**src/rtl/core/kmp_pkg.sv**
```systemverilog
// shared types and constants of the kmp pattern matcher
// used by the controller, the datapath, the top level and the checker
`default_nettype none

package kmp_pkg;

    localparam int MAX_PATTERN = 2048;
    localparam int ADDR_W      = $clog2(MAX_PATTERN);
    localparam int LEN_W       = $clog2(MAX_PATTERN + 1);
    localparam int POS_W       = 16;
    localparam int SYM_W       = 8;
    localparam int FUNC_W      = 2;
    localparam int OUT_W       = 32;

    localparam logic [LEN_W-1:0] MAX_LEN = LEN_W'(MAX_PATTERN);

    typedef enum logic [FUNC_W-1:0] {
        FUNC_CLEAR  = 2'd0,
        FUNC_APPEND = 2'd1,
        FUNC_START  = 2'd2,
        FUNC_TEXT   = 2'd3
    } kmp_func_t;

    typedef enum logic [1:0] {
        ST_IDLE,
        ST_EXEC,
        ST_FALL
    } kmp_state_t;

    typedef struct packed {
        logic load;
        logic follow;
        logic to_fall;
        logic finish;
        logic in_fall;
    } kmp_cmd_t;

    typedef struct packed {
        kmp_func_t func;
        logic      len_zero;
        logic      store_full;
        logic      advance;
        logic      k_zero;
        logic      hit_next;
    } kmp_status_t;

endpackage

`default_nettype wire

```
**src/rtl/core/kmp_ctrl.sv**
```systemverilog
// controller of the kmp matcher: sequences accept, failure-link walk,
// fallback after a match and the result register handshake; depends on kmp_pkg
`default_nettype none

module kmp_ctrl (
    input  wire logic                 aclk,
    input  wire logic                 aresetn,
    input  wire logic                 s_tvalid,
    output logic                      s_tready,
    output logic                      m_tvalid,
    input  wire logic                 m_tready,
    input  wire kmp_pkg::kmp_status_t status,
    output kmp_pkg::kmp_cmd_t         cmd
);
    import kmp_pkg::*;

    kmp_state_t state_reg, state_next;
    logic       out_valid_reg, out_valid_next;
    logic       out_free;
    logic       simple;
    logic       is_text;
    logic       exec_finish;
    logic       exec_fall;
    logic       exec_follow;

    assign out_free = !out_valid_reg || m_tready;
    assign is_text  = (status.func == FUNC_TEXT);

    // items that need no memory walk
    assign simple = (status.func == FUNC_CLEAR) || (status.func == FUNC_START)
                 || ((status.func == FUNC_APPEND) && status.store_full)
                 || status.len_zero;

    assign exec_fall   = !simple && status.advance && is_text && status.hit_next;
    assign exec_follow = !simple && !status.advance && !status.k_zero;
    assign exec_finish = simple
                      || (status.advance && !(is_text && status.hit_next))
                      || (!status.advance && status.k_zero);

    always_comb begin
        state_next = state_reg;
        unique case (state_reg)
            ST_IDLE: begin
                if (s_tvalid) begin
                    state_next = ST_EXEC;
                end
            end
            ST_EXEC: begin
                if (exec_fall) begin
                    state_next = ST_FALL;
                end else if (exec_finish && out_free) begin
                    state_next = ST_IDLE;
                end
            end
            ST_FALL: begin
                if (out_free) begin
                    state_next = ST_IDLE;
                end
            end
            default: begin
                state_next = ST_IDLE;
            end
        endcase
    end

    always_comb begin
        s_tready    = 1'b0;
        cmd         = '0;
        unique case (state_reg)
            ST_IDLE: begin
                s_tready = 1'b1;
                cmd.load = s_tvalid;
            end
            ST_EXEC: begin
                cmd.follow  = exec_follow;
                cmd.to_fall = exec_fall;
                cmd.finish  = exec_finish && out_free;
            end
            ST_FALL: begin
                cmd.in_fall = 1'b1;
                cmd.finish  = out_free;
            end
            default: begin
                s_tready = 1'b0;
            end
        endcase
    end

    always_comb begin
        if (cmd.finish) begin
            out_valid_next = 1'b1;
        end else if (m_tready) begin
            out_valid_next = 1'b0;
        end else begin
            out_valid_next = out_valid_reg;
        end
    end

    assign m_tvalid = out_valid_reg;

    always_ff @(posedge aclk) begin
        if (!aresetn) begin
            state_reg     <= ST_IDLE;
            out_valid_reg <= 1'b0;
        end else begin
            state_reg     <= state_next;
            out_valid_reg <= out_valid_next;
        end
    end

endmodule

`default_nettype wire

```
**config.mk**
```make
export PLATFORM = sky130hd
export DESIGN_NAME = kmp_ctrl
export DESIGN_NICKNAME = d
export VERILOG_FILES = /design/src/rtl/core/kmp_pkg.sv /design/src/rtl/core/kmp_ctrl.sv
export SDC_FILE = /design/constraint.sdc
export NUM_CORES = 1
export LEC_CHECK = 0
export BUFFER_PORTS_ARGS = -buffer_cell sky130_fd_sc_hd__buf_4
export CAP_MARGIN = 20
export CORE_AREA = 2 2 39 41
export DETAILED_ROUTE_END_ITERATION = 8
export DIE_AREA = 0 0 41 43
export GPL_TIMING_DRIVEN = 0
export MAX_ROUTING_LAYER = met4
export PLACE_DENSITY_LB_ADDON = 0.3
export SLEW_MARGIN = 20
export SYNTH_ARGS = -nofsm -noshare
export SYNTH_HDL_FRONTEND = slang
export SYNTH_SLANG_ARGS = --single-unit
```
**constraint.sdc**
```tcl
create_clock -name aclk -period 2.6 [get_ports aclk]
set_input_delay 0.13 -clock aclk [delete_from_list [all_inputs] [get_ports aclk]]
set_output_delay 0.13 -clock aclk [all_outputs]
set_load 0.02 [all_outputs]
```
==> After elaboration in Yosys (flattened, before gate mapping) <==
Cells that the tools add are included.
{ "classes": {"eq_ne": 8, "n_mux": 12, "n_reduce_logical": 25} }
{ "op_table": {"columns": ["cell", "n"], "rows": [
  ["$logic_and 1x1->1", 10],
  ["$mux 2", 5],
  ["$eq 2x2->1 const B", 3],
  ["$logic_or 1x1->1", 6],
  ["$pmux 2 s3", 1],
  ["$logic_not 1->1", 5],
  ["$mux 1", 5],
  ["$eq 2x1->1 const B", 2],
  ["$logic_not 2->1", 2],
  ["$ne 2x2->1 const B", 2],
  ["$ne 3x3->1 const B", 1],
  ["$reduce_and 3->1", 1],
  ["$pmux 1 s2", 1],
  ["$reduce_bool 2->1", 1]
]} }
{ "totals": {"ff_bits": 3, "out_inout_bits": 7, "word_cells": 47} }

==> Depth between registers and ports, before layout <==
Gate-level depths: netlist of run 1.
{ "depth": {"ltp_word": 10, "mapped_depth": 6, "depth_no_buf": 6} }

==> Worst setup path after synthesis of run 1 <==
OpenSTA, ideal clock, no wires.
{ "synth_path": {"kind": "reg-to-reg", "startpoint": "register state_reg[0]", "endpoint": "register state_reg[0]", "setup_ns": 0.072, "arrival_time_ns": 1.246, "required_ns": 2.528, "path_slack_ns": 1.283, "path_stages_with_launch": 7, "n_path_buf": 0, "cell_sequence": "dfxtp_1 -> inv_1 -> ha_1 -> nand2b_1 -> nand2_1 -> o22ai_1 -> mux2i_1"} }
{ "synth_via": {"elab_chain_cells": 3, "elab_cells_between_ends": 8} }
{ "synth_rtl": {"columns": ["element", "line_no", "source"], "rows": [
  ["start: declaration", "kmp_ctrl.sv:17", "kmp_state_t state_reg, state_next;"],
  ["start signal: assignment", "kmp_ctrl.sv:106", "state_reg <= state_next;"],
  ["$eq 2x1->1, or another cell as far along", "kmp_ctrl.sv:42", "unique case (state_reg)"],
  ["$ne 3x3->1 (no source line) or $ne 2x2->1 (tied branches)", null, null],
  ["$reduce_and 3->1 (no source line)", null, null]
]} }
Parallel ways exist; a longest one is shown, timed or not.
A chain may end at the register's enable or synchronous reset.

==> results of run 1 <==
==> final timing paths <==
kind                       end  slack (ps)  cells past startpoint
hold reg to reg   state_reg[1]         480                      2
hold / removal        m_tvalid         160                      3
setup / recovery        cmd[1]         950                      7
setup reg to reg  state_reg[0]        1230                      6
==> layer usage <==
layer	up-vias	track usage (%)	routed length [um]
li1	165	-	-
met1	143	9.29	265
met2	5	16.3	365
met3	0	3.14	30
met4	0	6.00	0
met5	-	-	0
==> cell type report <==
| cell class | count | area (um^2) | area share [%] |
|---|---|---|---|
| well taps | 16 | 20.0 | 4.31 |
| repair buffers | 17 | 128 | 27.5 |
| multi-input cells | 29 | 215 | 46.4 |
| flip-flops and latches | 3 | 60.1 | 12.9 |
| plain buffers | 1 | 7.51 | 1.62 |
| clock buffers | 4 | 26.3 | 5.66 |
| inverters | 2 | 7.51 | 1.62 |
==> Yosys cell counts <==
cell type	count
a21boi_2	1
a21oi_2	1
and2_1	2
and2b_1	1
and3_1	1
and4b_2	1
buf_4	1
dfxtp_1	3
ha_1	3
inv_1	2
mux2i_1	1
nand2_1	6
nand2b_1	2
nand2b_4	1
nand3b_1	1
nand4_1	1
nor2b_1	1
nor3b_1	1
nor4_1	1
o21ai_1	2
o22ai_1	1
or4_4	1
==> logic make-up (layout without fill, tap and decap cells) <==
family          after synthesis  after routing  share of synthesized area [%]
compound gates                5              5                           12.5
fa+ha+maj                     3              3                           12.9
buf+inv                       3             24                           5.17
flops                         3              3                           20.7
mux                           1              1                           3.45
simple gates                 20             20                           45.3
==> per-stage QoR <==
step,power (W),cells,hold WS (ps),cell area [um^2]
global placement,0.000146,68,399,438
global route,0.000246,72,170,464
detailed placement,0.000147,68,390,438
floorplan,0.000111,35,245,290
finish,0.000226,72,158,464
CTS,0.000230,72,157,464
==> power groups by stage <==
| stage | Clock (W) | Sequential, W | Combinational (W) |
|---|---|---|---|
| 2_1_floorplan | 0 | 0.0000566 | 0.0000543 |
| 3_3_place_gp | 0 | 0.0000556 | 0.0000904 |
| 3_5_place_dp | 0 | 0.0000555 | 0.0000913 |
| 4_1_cts | 0.0000835 | 0.0000548 | 0.0000917 |
| 5_1_grt | 0.0000890 | 0.0000557 | 0.000101 |
| 6_report | 0.0000810 | 0.0000549 | 0.0000901 |
==> worst min-delay path, delay by kind of cell <==
kind | cells | cell delay, ps
buffers and inverters | 1 | 110
AOI/OAI and AO/OA | 1 | 60
and+or+nand+nor | 1 | 50
==> results.json, run 1 <==
{
  "outcome": "finished, final reports clean",
  "critPathMostFrequentCell": "buf_4",
  "finClkSkew_ps": 2.57,
  "worstSkewPairLatency_ps": 230,
  "cp_slowest_stage_delay_ps": 310,
  "layout_common_cells": "buf_4, nand2_1, ha_1, clkbuf_4, dfxtp_1",
  "die_h_um": 43,
  "path_class": "flip-flop to output pin",
  "cp_num_buf_inv": 3,
  "layout-drive-gt1-share_pct": 46.4,
  "cp_cell_sequence": "inv_1 > ha_1 > a21boi_2 > a21oi_2 > nor3b_1 > buf_4 > buf_4",
  "io_buffers": 17,
  "crit_start": "state_reg[1]",
  "p_leak_nw": 0.228,
  "worstPathMaxFanout": 3,
  "setup_violations": 0,
  "cp_top_family": "buffers and inverters",
  "ant_nets": 0,
  "area_delta_synth_final_pct": 59.9,
  "postCtsSetupBuffers": 0,
  "yosysSeqAreaShare_pct": 20.7,
  "cts_buffer_depth": 2,
  "drc": 0,
  "drt-wirelength-per-cell_um": 9.18,
  "clkSinkCount": 3,
  "synth_area_per_cell_um2": 8.29,
  "ys_top_cells_by_area": "dfxtp_1, ha_1, nand2_1",
  "critical_path.slowest_cell": "dfxtp_1",
  "antenna_found_initial": 0,
  "yosys_register_bits": 3,
  "vias": 313,
  "synth_top_area_share_pct": 20.7,
  "path_clk_slew_ps": 40,
  "crit_required_ps": 2470,
  "final_common_cell": "buf_4",
  "tightestPinTransition_ps": 328,
  "synthesis.area_um2": 290,
  "final_nets": 71,
  "first_global_vias": 314,
  "grt_use_total_pct": 9.87,
  "netSwitchingPower_w": 0.0000707,
  "swShare_pct": 31.3,
  "grt_max_degree": 7,
  "cap_violations": 0,
  "combPwrFrac_pct": 39.9,
  "hold_buffers": 0,
  "die_w_um": 41,
  "fin_tns_setup_ps": 0,
  "setup.worst_path.end_class": "output pin",
  "ys_warn_count": 0,
  "slew_headroom_pct": 77.9,
  "reg2reg_from": "state_reg[0]",
  "grt_remaining_overflow": 0,
  "nFillCells": 146,
  "core_area_um2": 1380,
  "crit_arrival_ps": 1520,
  "syn_nets": 49,
  "max-vdd-ir-drop_uv": 162,
  "grt_pass1_wl_um": 1140,
  "startpoint_type": "flip-flop",
  "root_buffer": "clkbuf_4",
  "p_seq_share_pct": 24.3,
  "synth_largest_area_cell": "dfxtp_1",
  "largest_reg_flops": 2,
  "first_pass_iters": 4,
  "initial_utilization_pct": 21.0,
  "dpl.hpwl_um": 582,
  "worstHoldStart": "aresetn",
  "cts_tree": "yes",
  "fin_util_pct": 33.5,
  "drt_iter0_drc": 1,
  "p_int_w": 0.000155,
  "synthCells": 35,
  "routabilityCongestion": 0.668,
  "preCtsSetupSlack_ps": 1120,
  "rsz0062_at_grt": "no",
  "row_count": 14,
  "antennaDiodeCount": 0,
  "period_needed_ps": 1650,
  "finalHoldViolCount": 0,
  "post_cts_resized": 0,
  "p_per_area_nw_per_um2": 487,
  "wl_um": 661,
  "dieArea_um2": 1760,
  "worstHoldPathType": "input port to flip-flop",
  "viasPerCell": 4.35,
  "cts_max_level": 1,
  "ios": 18,
  "period_share_pct": 63.3,
  "finalWorstSetupSlack_ps": 955,
  "fmax_mhz": 608,
  "clockPowerShare_pct": 35.8,
  "cts_made_buffers": 3,
  "finalMaxSlewViolations": 0,
  "yosys.cell_types.count": 22
}
Power figures use the tool's default switching activity.
==> run 2: changes to the inputs <==
==> constraint.sdc (replaced) <==
create_clock -name aclk -period 1.69 [get_ports aclk]
set_input_delay 0.0845 -clock aclk [delete_from_list [all_inputs] [get_ports aclk]]
set_output_delay 0.0845 -clock aclk [all_outputs]
set_load 0.02 [all_outputs]
==> run 2 against run 1 <==
  * Utilization increased by 1.1 points
  * Die area unchanged
  * Total power increased by 58%
  * Setup slack got worse by 820 ps
  * First-iteration DRC count increased to 3.0 times the previous value
  * Combinational power increased by 63%
  * Count of clock-buffer cells in the layout unchanged
  * Final cell count unchanged
  * Worst hold slack got worse by 49 ps
  * Flip-flop and latch count unchanged
  * Critical path depth unchanged
  * Critical path type unchanged
  * Critical endpoint unchanged
==> results.json, run 2 (synthesis results as in run 1) <==
{
  "finClkSkew_ps": 4.14,
  "final_nets": 71,
  "antennaDiodeCount": 0,
  "setup.worst_path.end_class": "output pin",
  "fin_tns_setup_ps": 0,
  "worstHoldStart": "aresetn",
  "critPathMostFrequentCell": "buf_4",
  "ios": 18,
  "cp_slowest_stage_delay_ps": 340,
  "die_h_um": 43,
  "layout_common_cells": "buf_4, nand2_1, clkbuf_4, dfxtp_1",
  "cts_max_level": 1,
  "cp_cell_sequence": "inv_1 > ha_2 > a21boi_4 > a21oi_2 > nor3b_2 > buf_4 > buf_4",
  "first_global_vias": 314,
  "r2r_cells": 6,
  "finalMaxSlewViolations": 0,
  "crit_arrival_ps": 1470,
  "path_class": "flip-flop to output pin",
  "die_w_um": 41,
  "drt_iter0_drc": 3,
  "area_delta_synth_final_pct": 65.1,
  "first_pass_iters": 4,
  "r2r-end": "state_reg[0]",
  "cts_tree": "yes",
  "finalHoldViolCount": 0,
  "max-vdd-ir-drop_uv": 252,
  "cp_top_family": "flip-flops",
  "reg2reg_from": "state_reg[0]",
  "routabilityCongestion": 0.668,
  "reg2reg_setup_slack_ps": 300,
  "clkSinkCount": 3,
  "ant_nets": 0,
  "drt-wirelength-per-cell_um": 9.33,
  "cts_made_buffers": 3,
  "row_count": 14,
  "rsz0062_at_grt": "no",
  "worstPathMaxFanout": 3,
  "p_per_area_nw_per_um2": 747,
  "startpoint_type": "flip-flop",
  "cp_num_buf_inv": 3,
  "cts_buffer_depth": 2,
  "largest_reg_flops": 2,
  "hold_depth": 3,
  "outcome": "finished, final reports clean",
  "core_area_um2": 1380,
  "crit_required_ps": 1610,
  "layout-drive-gt1-share_pct": 50.0,
  "final_cell_area_um2": 479,
  "dieArea_um2": 1760,
  "critical_path.slowest_cell": "dfxtp_1",
  "io_buffers": 17,
  "fin_util_pct": 34.6,
  "grt_max_degree": 7,
  "dpl.hpwl_um": 582,
  "fmax_mhz": 642,
  "p_leak_nw": 0.232,
  "slew_headroom_pct": 77.7,
  "final_common_cell": "buf_4",
  "viasPerCell": 4.32,
  "period_share_pct": 92.1,
  "cap_violations": 0,
  "worstHoldPathType": "input port to flip-flop",
  "holdPathEnd": "m_tvalid",
  "period_needed_ps": 1560,
  "root_buffer": "clkbuf_4",
  "antenna_found_initial": 0,
  "grt_pass1_wl_um": 1140,
  "vias": 311,
  "worstSkewPairLatency_ps": 230,
  "tightestPinTransition_ps": 332,
  "wl_um": 672,
  "setup_violations": 0,
  "grt_remaining_overflow": 0,
  "grt_use_total_pct": 9.87,
  "drc": 0,
  "place_area_um2": 438,
  "path_clk_slew_ps": 40,
  "initial_utilization_pct": 21.0
}
## run 2: how the worst max path moves through the flow
| stage | from | to | cells past startpoint |
|---|---|---|---|
| after floorplan | state_reg[0] | state_reg[0] | 6 |
| after global placement | status[4] | cmd[1] | 7 |
| after detailed placement | status[4] | cmd[1] | 7 |
| after CTS | state_reg[1] | cmd[1] | 7 |
| after global routing | state_reg[1] | cmd[1] | 7 |
| final | state_reg[1] | cmd[1] | 7 |
## run 2: what timing repair did
action	CTS	global route
setup buffers	0	0
setup endpoints to repair	0	1
hold buffers	0	0
gates resized for setup	0	3
## run 2: tightest hold or removal path: stages
cell,delay (ps)
buf_4,110
nand2_1,50
o21ai_1,60
## run 2: layout make-up
| type | instances | area (um^2) |
|---|---|---|
| clock buffer | 4 | 26.3 |
| sequential | 3 | 60.1 |
| multi-input combinational | 29 | 230 |
| tap | 16 | 20.0 |
| buffer | 1 | 7.51 |
| timing repair buffer | 17 | 128 |
| fill | 144 | 905 |
| inverter | 2 | 7.51 |
## run 2: where the power goes
part / internal, W / switching [W]
Sequential: 0.0000789 / 0.00000589
Combinational: 0.0000778 / 0.0000694
Clock: 0.0000885 / 0.0000373
Total: 0.000245 / 0.000113
## run 2: per-layer routing
| metal | vias up | track usage (%) | wire length (um) |
|---|---|---|---|
| met1 | 142 | 9.29 | 264 |
| met5 | - | - | 0 |
| met3 | 0 | 3.14 | 30 |
| li1 | 164 | - | - |
| met2 | 5 | 16.3 | 378 |
| met4 | 0 | 6.00 | 0 |
## run 2: through the flow
stage / cells / hold slack, ps / total power [W] / worst slack, ps
2_1_floorplan: 35 / 199 / 0.000171 / 373
3_3_place_gp: 68 / 354 / 0.000225 / 296
3_5_place_dp: 68 / 344 / 0.000226 / 298
4_1_cts: 72 / 112 / 0.000354 / 77.0
5_1_grt: 72 / 125 / 0.000387 / 23.4
6_report: 72 / 109 / 0.000358 / 133
==> run 3: changes to the inputs <==
--- a/config.mk
+++ b/config.mk
@@ -13,6 +13,7 @@
 export GPL_TIMING_DRIVEN = 0
 export MAX_ROUTING_LAYER = met4
 export PLACE_DENSITY_LB_ADDON = 0.3
+export SETUP_SLACK_MARGIN = 0.15
 export SLEW_MARGIN = 20
 export SYNTH_ARGS = -nofsm -noshare
 export SYNTH_HDL_FRONTEND = slang
==> constraint.sdc (replaced) <==
create_clock -name aclk -period 1.57 [get_ports aclk]
set_input_delay 0.0785 -clock aclk [delete_from_list [all_inputs] [get_ports aclk]]
set_output_delay 0.0785 -clock aclk [all_outputs]
set_load 0.02 [all_outputs]
==> run 3 against run 2 <==
  * Count of clock-buffer cells in the layout unchanged
  * Combinational power up 47%
  * Final area up 15%
  * Total power up 25%
  * Largest cell class unchanged
  * Largest power group unchanged
  * Clock skew down 1.0 ps
  * Critical endpoint unchanged
  * Die area unchanged
==> results.json, run 3 (synthesis results as in run 1) <==
{
  "outcome": "finished, final reports clean",
  "fin_util_pct": 39.7,
  "drt_iter0_drc": 5,
  "fin_tns_setup_ps": 0,
  "initial_utilization_pct": 21.0,
  "dieArea_um2": 1760,
  "slew_headroom_pct": 73.5,
  "cp_num_buf_inv": 3,
  "hold_buffers": 0,
  "first_pass_iters": 3,
  "crit_required_ps": 1490,
  "ios": 18,
  "crit_arrival_ps": 1390,
  "nFillCells": 137,
  "grt_use_total_pct": 10.9,
  "worstSkewPairLatency_ps": 230,
  "cts_tree": "yes",
  "critical_path.slowest_cell": "dfxtp_2",
  "clkSinkCount": 3,
  "path_clk_slew_ps": 40,
  "wl_um": 773,
  "layout-drive-gt1-share_pct": 62.9,
  "finalMaxSlewViolations": 0,
  "final_common_cell": "buf_4",
  "die_h_um": 43,
  "p_per_area_nw_per_um2": 811,
  "period_needed_ps": 1470,
  "first_global_vias": 332,
  "worstHoldPathType": "input port to flip-flop",
  "grt_max_degree": 7,
  "finClkSkew_ps": 3.10,
  "rsz0062_at_grt": "yes",
  "drc": 0,
  "tightestPinTransition_ps": 394,
  "cp_top_family": "flip-flops",
  "cts_buffer_depth": 2,
  "dpl.hpwl_um": 582,
  "startpoint_type": "flip-flop",
  "cap_violations": 0,
  "reg2reg_setup_slack_ps": 120,
  "max-vdd-ir-drop_uv": 273,
  "drt-wirelength-per-cell_um": 9.91,
  "grt_remaining_overflow": 0,
  "final_cells": 78,
  "io_buffers": 17,
  "vias": 343,
  "core_area_um2": 1380,
  "cp_cell_sequence": "inv_2 > ha_4 > a21boi_4 > a21oi_2 > nor3b_2 > buf_4 > buf_6",
  "fmax_mhz": 681,
  "final_nets": 77,
  "cts_made_buffers": 3,
  "root_buffer": "clkbuf_4",
  "cp_slowest_stage_delay_ps": 340,
  "dp_cells": 68,
  "antenna_found_initial": 0,
  "layout_common_cells": "buf_4, nand2_1, clkbuf_4",
  "cts_max_level": 1,
  "area_delta_synth_final_pct": 89.2,
  "finalHoldViolCount": 0,
  "setup.worst_path.end_class": "output pin",
  "row_count": 14,
  "largest_reg_flops": 2,
  "period_share_pct": 93.5,
  "grt_pass1_wl_um": 1260,
  "viasPerCell": 4.40,
  "p_leak_nw": 0.268,
  "path_class": "flip-flop to output pin",
  "ant_nets": 0,
  "antennaDiodeCount": 0,
  "setup_violations": 0,
  "worstPathMaxFanout": 3,
  "routabilityCongestion": 0.668,
  "die_w_um": 41
}
==> run 3: cell types whose count changed in the layout (fill, tap and decap cells not counted) <==
cell	delta
buf_4	+5
buf_6	+1
o22ai_1	-1
ha_1	-1
dfxtp_2	+2
dfxtp_1	-2
o22ai_2	+1
inv_1	-1
inv_2	+1
ha_4	+1
==> run 3: stage by stage <==
step	hold slack [ps]	total power [W]	setup slack (ps)	area [um^2]
after global routing	118	0.000480	40.0	549
after global placement	348	0.000242	188	438
after floorplan	193	0.000184	253	290
final	107	0.000446	103	549
after detailed placement	338	0.000243	189	438
after CTS	106	0.000434	102	533
==> run 3: repair_timing <==
item / in CTS / in global routing
setup endpoints to repair: 1 / 3
pin swaps: 1 / 0
gates resized for setup: 8 / 2
setup buffers: 5 / 1
==> run 3: layer usage <==
metal | share of wire, % | global-route usage (%) | vias to the layer above | wire length, um
met2 | 57 | 17.8 | 5 | 442
li1 | - | - | 177 | -
met3 | 3.9 | 3.14 | 0 | 30
met1 | 39 | 10.9 | 161 | 300
met4 | 0 | 6.00 | 0 | 0
met5 | 0 | - | - | 0
==> run 3: cell type report <==
cell class	instances	area [um^2]	area share [%]
clock buffers	4	26.3	4.78
repair buffers	23	176	32.1
plain buffers	1	7.51	1.37
flip-flops and latches	3	62.6	11.4
inverters	2	7.51	1.37
well taps	16	20.0	3.64
multi-input cells	29	249	45.3
==> run 3: power by group <==
part	internal, W	switching, W
Clock	0.0000952	0.0000387
Sequential	0.0000863	0.00000927
Combinational	0.000127	0.0000895
Total	0.000308	0.000137
==> run 3: path summary, 6_finish.rpt <==
path / endpoint / depth (start not counted) / startpoint
max: cmd[1] / 7 / state_reg[1]
min reg2reg: state_reg[1] / 2 / state_reg[1]
min: m_tvalid / 3 / aresetn
max reg2reg: m_tvalid / 9 / state_reg[1]
==> run 3: tightest hold or removal path, delay by kind of cell <==
family          cells  cell delay (ps)
compound gates      1               60
buf+inv             1              110
simple gates        1               50
